[src/design/sap_pkg.sv]
// Shared constants and types for the sphere/box overlap push block.
package sap_pkg;

  localparam int COORD_WIDTH = 32;

  typedef struct packed {
    logic       hit;
    logic       use_v;
    logic [2:0] neg;
  } sap_ctl_t;

endpackage

[src/design/sap_sqrt.sv]
// Pipelined integer square root, one root bit per stage.
module sap_sqrt #(
  parameter int W   = sap_pkg::COORD_WIDTH,
  parameter int SDW = 8
) (
  input  logic               clk,
  input  logic               rst_n,
  input  logic               en,
  input  logic               vld_i,
  input  logic [2*W+3:0]     t_i,
  input  logic [SDW-1:0]     side_i,
  output logic               vld_o,
  output logic [W+1:0]       root_o,
  output logic [SDW-1:0]     side_o
);

  localparam int RW = W + 2;
  localparam int TW = 2 * RW;
  localparam int MW = RW + 2;

  logic           vld_r  [RW];
  logic [MW-1:0]  rem_r  [RW];
  logic [RW-1:0]  root_r [RW];
  logic [TW-1:0]  t_r    [RW];
  logic [SDW-1:0] side_r [RW];

  for (genvar k = 0; k < RW; k++) begin : g_stage
    logic           pv;
    logic [MW-1:0]  prem;
    logic [RW-1:0]  proot;
    logic [TW-1:0]  pt;
    logic [SDW-1:0] pside;
    logic [MW-1:0]  rem_sh;
    logic [MW-1:0]  trial;
    logic           ge;

    if (k == 0) begin : g_first
      assign pv    = vld_i;
      assign prem  = '0;
      assign proot = '0;
      assign pt    = t_i;
      assign pside = side_i;
    end else begin : g_next
      assign pv    = vld_r[k-1];
      assign prem  = rem_r[k-1];
      assign proot = root_r[k-1];
      assign pt    = t_r[k-1];
      assign pside = side_r[k-1];
    end

    assign rem_sh = {prem[MW-3:0], pt[TW-1:TW-2]};
    assign trial  = {proot, 2'b01};
    assign ge     = (rem_sh >= trial);

    always_ff @(posedge clk) begin
      if (!rst_n) begin
        vld_r[k] <= 1'b0;
      end else if (en) begin
        vld_r[k] <= pv;
      end
      if (en) begin
        rem_r[k]  <= ge ? (rem_sh - trial) : rem_sh;
        root_r[k] <= {proot[RW-2:0], ge};
        t_r[k]    <= {pt[TW-3:0], 2'b00};
        side_r[k] <= pside;
      end
    end
  end

  assign vld_o  = vld_r[RW-1];
  assign root_o = root_r[RW-1];
  assign side_o = side_r[RW-1];

endmodule

[config.mk]
export PLATFORM = sky130hd
export DESIGN_NAME = sap_sqrt
export DESIGN_NICKNAME = d
export VERILOG_FILES = /design/src/design/sap_pkg.sv /design/src/design/sap_sqrt.sv
export SDC_FILE = /design/constraint.sdc
export NUM_CORES = 2
export LEC_CHECK = 0
export BUFFER_PORTS_ARGS = -buffer_cell sky130_fd_sc_hd__buf_2
export CELL_PAD_IN_SITES_DETAIL_PLACEMENT = 0
export CELL_PAD_IN_SITES_GLOBAL_PLACEMENT = 2
export CORE_MARGIN = 8
export CORE_UTILIZATION = 45
export CTS_BUF_LIST = sky130_fd_sc_hd__clkbuf_8
export CTS_CLUSTER_SIZE = 14
export DETAILED_ROUTE_END_ITERATION = 12
export PLACE_DENSITY = 0.9
export SLEW_MARGIN = 5
export SYNTH_ARGS = -nofsm -noshare
export SYNTH_HDL_FRONTEND = slang
export SYNTH_MEMORY_MAX_BITS = 65536
export SYNTH_SLANG_ARGS = --single-unit
[constraint.sdc]
create_clock -name clk -period 5.5 [get_ports clk]
set_clock_uncertainty 0.15 [all_clocks]
set_input_delay 0.55 -clock clk [delete_from_list [all_inputs] [get_ports clk]]
set_output_delay 0.55 -clock clk [all_outputs]
set_load 0.005 [all_outputs]
* Word-level counts from Yosys, hierarchy flattened
Memories as Yosys holds them, arrays and structs flattened.
Cells that the tools add are included.
Widths: inputs -> output; s select.
** Cells by class
- Add/subtract/negate cells :: 34
- Order comparisons :: 34
- Mux-type cells :: 73
- Bitwise operators :: 34
** Operator list (count)
- $mux 36 :: 34
- $ge 36x36->1 :: 33
- $sub 36x36->36 :: 33
- $mux 1 :: 39
- $or 1x1->1 :: 34
- $sub 2x1->3 const B :: 1
- $ge 2x1->1 const B :: 1
** Storage, ports and cells
- Register bits :: 0
- Bits in writable memories :: 4930
- Input bits :: 80
- Output and inout bits :: 43
- Logic and storage cells :: 180
- Memories :: 5
** Memory list
- t_r :: words 34, bits a word 66, read ports 33, clocked after Yosys merged registers in 0, write ports 34, line sap_sqrt.sv:24 : logic [TW-1:0] t_r [RW];
- rem_r :: words 34, bits a word 36, read ports 33, clocked after Yosys merged registers in 0, write ports 34, line sap_sqrt.sv:22 : logic [MW-1:0] rem_r [RW];
- root_r :: words 34, bits a word 34, read ports 34, clocked after Yosys merged registers in 0, write ports 34, line sap_sqrt.sv:23 : logic [RW-1:0] root_r [RW];
- side_r :: words 34, bits a word 8, read ports 34, clocked after Yosys merged registers in 0, write ports 34, line sap_sqrt.sv:25 : logic [SDW-1:0] side_r [RW];
- vld_r :: words 34, bits a word 1, read ports 34, clocked after Yosys merged registers in 0, write ports 34, line sap_sqrt.sv:21 : logic vld_r [RW];

* Longest topological paths before layout
- Depth after elaboration :: 4
- Gate-level depth with buffers :: 14
- Gate-level depth less buffers :: 12

* Least setup slack after synthesis
OpenSTA, ideal clock, no wires.
- Path kind :: flip-flop to flip-flop
- From :: mem rem_r[29][0] (netlist bit)
- To :: mem rem_r[30][31] (netlist bit), data pin
- Setup time :: 256 ps
- Arrival time :: 3147 ps
- Data required time :: 5094 ps
- Slack :: 1947 ps
- Stages on the path, launching flop included :: 12
- Path buffers :: 1
- Clock period less this slack :: 3553 ps
- Path through :: edfxtp_1 -> ha_1 -> nor2b_1 -> o31a_1 -> or4_1 -> a211oi_1 -> a211oi_1 -> o22a_1 -> nor2_1 -> clkbuf_1 -> inv_1 -> a31o_2
** RTL lines (line)
- start, declared :: sap_sqrt.sv:22

==> impl_metrics.tcl <==
set metrics [dict create \
    outcome "completed" \
    setup_viol 0 \
    utilization_pct 50.9 \
    drt-total-wl_microns 287000 \
    yosysUniqueCellTypes 93 \
    syn_avg_cell_area_sq_um 13.4 \
    hold_slack_ns 0.154 \
    post_cts.repair.setup_buffers 0 \
    drt-pass1-iter-count 6 \
    die_w_microns 573 \
    drt-initial-drc-count 6201 \
    worst_ep_required_time_ns 6.08 \
    ys_seq_area_share_pct 66.6 \
    regToRegSetupSlack_ns 1.15 \
    cts_root_buf "clkbuf_8" \
    syn2layout_area_growth_pct 12.6 \
    end_kind "flip-flop" \
    final-hold-violation-count 0 \
    rows 204 \
    synth_seq_cells 3094 \
    worst_ep_arrival_time_ns 4.94 \
    leakagePower_nw 60.0 \
    synth_area_leader_cell "edfxtp_1" \
    drtAntennaViolNets 0 \
    hpwlAfterDp_microns 201000 \
    syn_nets 11100 \
    cp-startpoint "root_r[18][3]" \
    synthCells 10400 \
    io_buffers 122 \
    io_pins 123 \
    clk_path_buf_depth 4 \
    synth_edf_count 3093 \
    drt-vias-per-instance 5.29 \
    clkTransAtPathRegs_ns 0.06 \
    critPathLaunchType "flip-flop" \
    reg2reg_depth 10 \
    grt_max_degree 192 \
    synth.top_cell.area_share_pct 66.6 \
    grt-ovfl-total 0 \
    setup.worst_path.class "reg2reg" \
    drive_gt1_share_pct 9.17 \
    clk_latency_ns 1.12 \
    finalCriticalPeriod_ns 4.35 \
    grt_pass1_vias 82500 \
    maxCapViolCount 0 \
    max_stage_delay_ns 0.74 \
    slew_headroom_pct 9.13 \
    core_area_sq_um 309000 \
    async_flop_share_pct 0 \
    rsz0062_at_grt "false" \
    crit_chain "inv_1, ha_1, a21o_1, a21o_1, a221oi_1, o311a_1, o21ai_1, a31oi_4, buf_4, o21ai_0" \
    ir_drop_uv 320 \
    synthFlopType "edfxtp_1" \
    antenna_found_initial 1 \
    cpMaxStageDelayCell "a221oi_1" \
    grtUsageTotal_pct 16.9 \
    tightest_slew_ns 1.33 \
    synth_warnings 0 \
    fin_nets 11800 \
    cts_max_level 6 \
    cts_made_buffers 526 \
    min_path_type "in2reg" \
    grt_first_pass_wirelength_microns 453000 \
    detail_route.wl_per_cell_microns 18.4 \
    drc_errors 0 \
    num_vias 82700 \
    cts_tree "built" \
    r2r-end "rem_r[19][1]" \
    die_y_microns 573 \
    crit_end "rem_r[19][1]" \
    mostFrequentLayoutCells "edfxtp_1, inv_1, nand2_1" \
    path_common_cell "a21o_1" \
    synth_area_sq_um 139000 \
    tns_ns 0 \
    fmax_mhz 230 \
    layout_commonest_cell "edfxtp_1" \
    place_congestion 0.885 \
    worstHoldPathCells 2 \
    final-max-slew-violation-count 0 \
    die_area_sq_um 328000 \
    path_max_fanout 33 \
    p_per_area_nw_per_um2 416 \
    total_power_mw 65.3 \
    cts_resized 0 \
    cts_sinks 3094 \
    start_util_pct 45.2 \
    fin_crit_sh_pct 79.2 \
    synth_top_cells_by_area "edfxtp_1, ha_1, xnor2_1" \
    rr_startpoint "root_r[18][3]" \
    holdBufCountCts 156 \
]
[flip-flops by register name, indices dropped and copies added, names as in the netlist]
register  count
vld_r        34
side_r      272
root_r      595
rem_r      1071
t_r        1122
[critical path, delay by kind of cell (launching register included)]
kind                       cells  cell delay [ns]
buffers and inverters          2             0.48
DFF                            1             0.43
adders and majority gates      1             0.36
AOI/OAI and AO/OA              7             2.55
[cell families after synthesis]
logic type,count (synthesis),synth area share (%)
buffers and inverters,1013,2.73
AOI/OAI and AO/OA,2078,9.32
and+or+nand+nor,2622,9.32
xor gates and xnor gates,906,5.69
adders and majority gates,631,5.66
muxes,85,0.675
DFF,3094,66.6
other,1,0.00269
[power by group]
part / internal, mW / switching [mW] / leakage [nW]
Clock: 10.2 / 9.42 / 5.54
Sequential: 29.8 / 1.97 / 29.9
Combinational: 5.81 / 8.01 / 24.6
Total: 45.9 / 19.4 / 60.0
[final cells by class]
class	instances	area, sq um
fill	26100	151000
sequential	3094	92900
multi-input combinational	6323	42900
clock buffer	532	7320
tap	4120	5150
timing repair buffer	367	3120
inverter	811	3040
clock inverter	394	2630
antenna	3	7.51
[stage by stage]
| stage | worst slack, ns | area (sq um) | cells |
|---|---|---|---|
| 6_report | 1.15 | 157000 | 15600 |
| 2_1_floorplan | 1.95 | 139000 | 10400 |
| 3_3_place_gp | 1.31 | 146000 | 14600 |
| 4_1_cts | 1.24 | 157000 | 15600 |
| 3_5_place_dp | 1.33 | 146000 | 14600 |
| 5_1_grt | 0.898 | 157000 | 15600 |
[metal layers]
layer | global-route usage (%) | up-vias | wire, microns
met5 | 0 | - | 0
met4 | 6.66 | 0 | 10800
met3 | 2.61 | 623 | 12600
met2 | 28.7 | 2070 | 138000
met1 | 21.8 | 39800 | 125000
li1 | - | 40300 | -
[Yosys cell counts, types with 13 or more instances]
library cell and n:
a2111oi_0 17, a211o_1 14, a211oi_1 62, a21boi_0 32
a21o_1 275, a21oi_1 542, a221oi_1 16, a31oi_1 52
and2_1 40, and3_1 91, and4_1 25, clkbuf_1 188
edfxtp_1 3093, ha_1 631, inv_1 809, mux2_2 73
nand2_1 829, nand2b_1 118, nand3_1 165, nand3b_1 28
nand4_1 92, nand4b_1 18, nor2_1 511, nor2b_1 84
nor3_1 236, nor3b_1 19, nor4_1 128, nor4b_1 18
o2111ai_1 13, o211ai_1 31, o21a_1 110, o21ai_0 614
o21bai_1 50, o31a_1 16, o31ai_1 77, o41ai_1 19
or2_2 30, or3_1 92, or4_1 67, xnor2_1 465
xor2_1 441
[how the worst min path moves through the flow]
stage	start	end	slack, ns
2_1_floorplan	side_r[9][0]	side_r[10][0]	0.25
3_3_place_gp	t_r[5][27]	t_r[6][29]	0.25
3_5_place_dp	side_r[9][3]	side_r[10][3]	0.25
4_1_cts	t_i[20]	t_r[0][20]	0.01
5_1_grt	t_i[20]	t_r[0][20]	0.09
6_report	t_i[20]	t_r[0][20]	0.15
(Power assumes the default switching activity.)
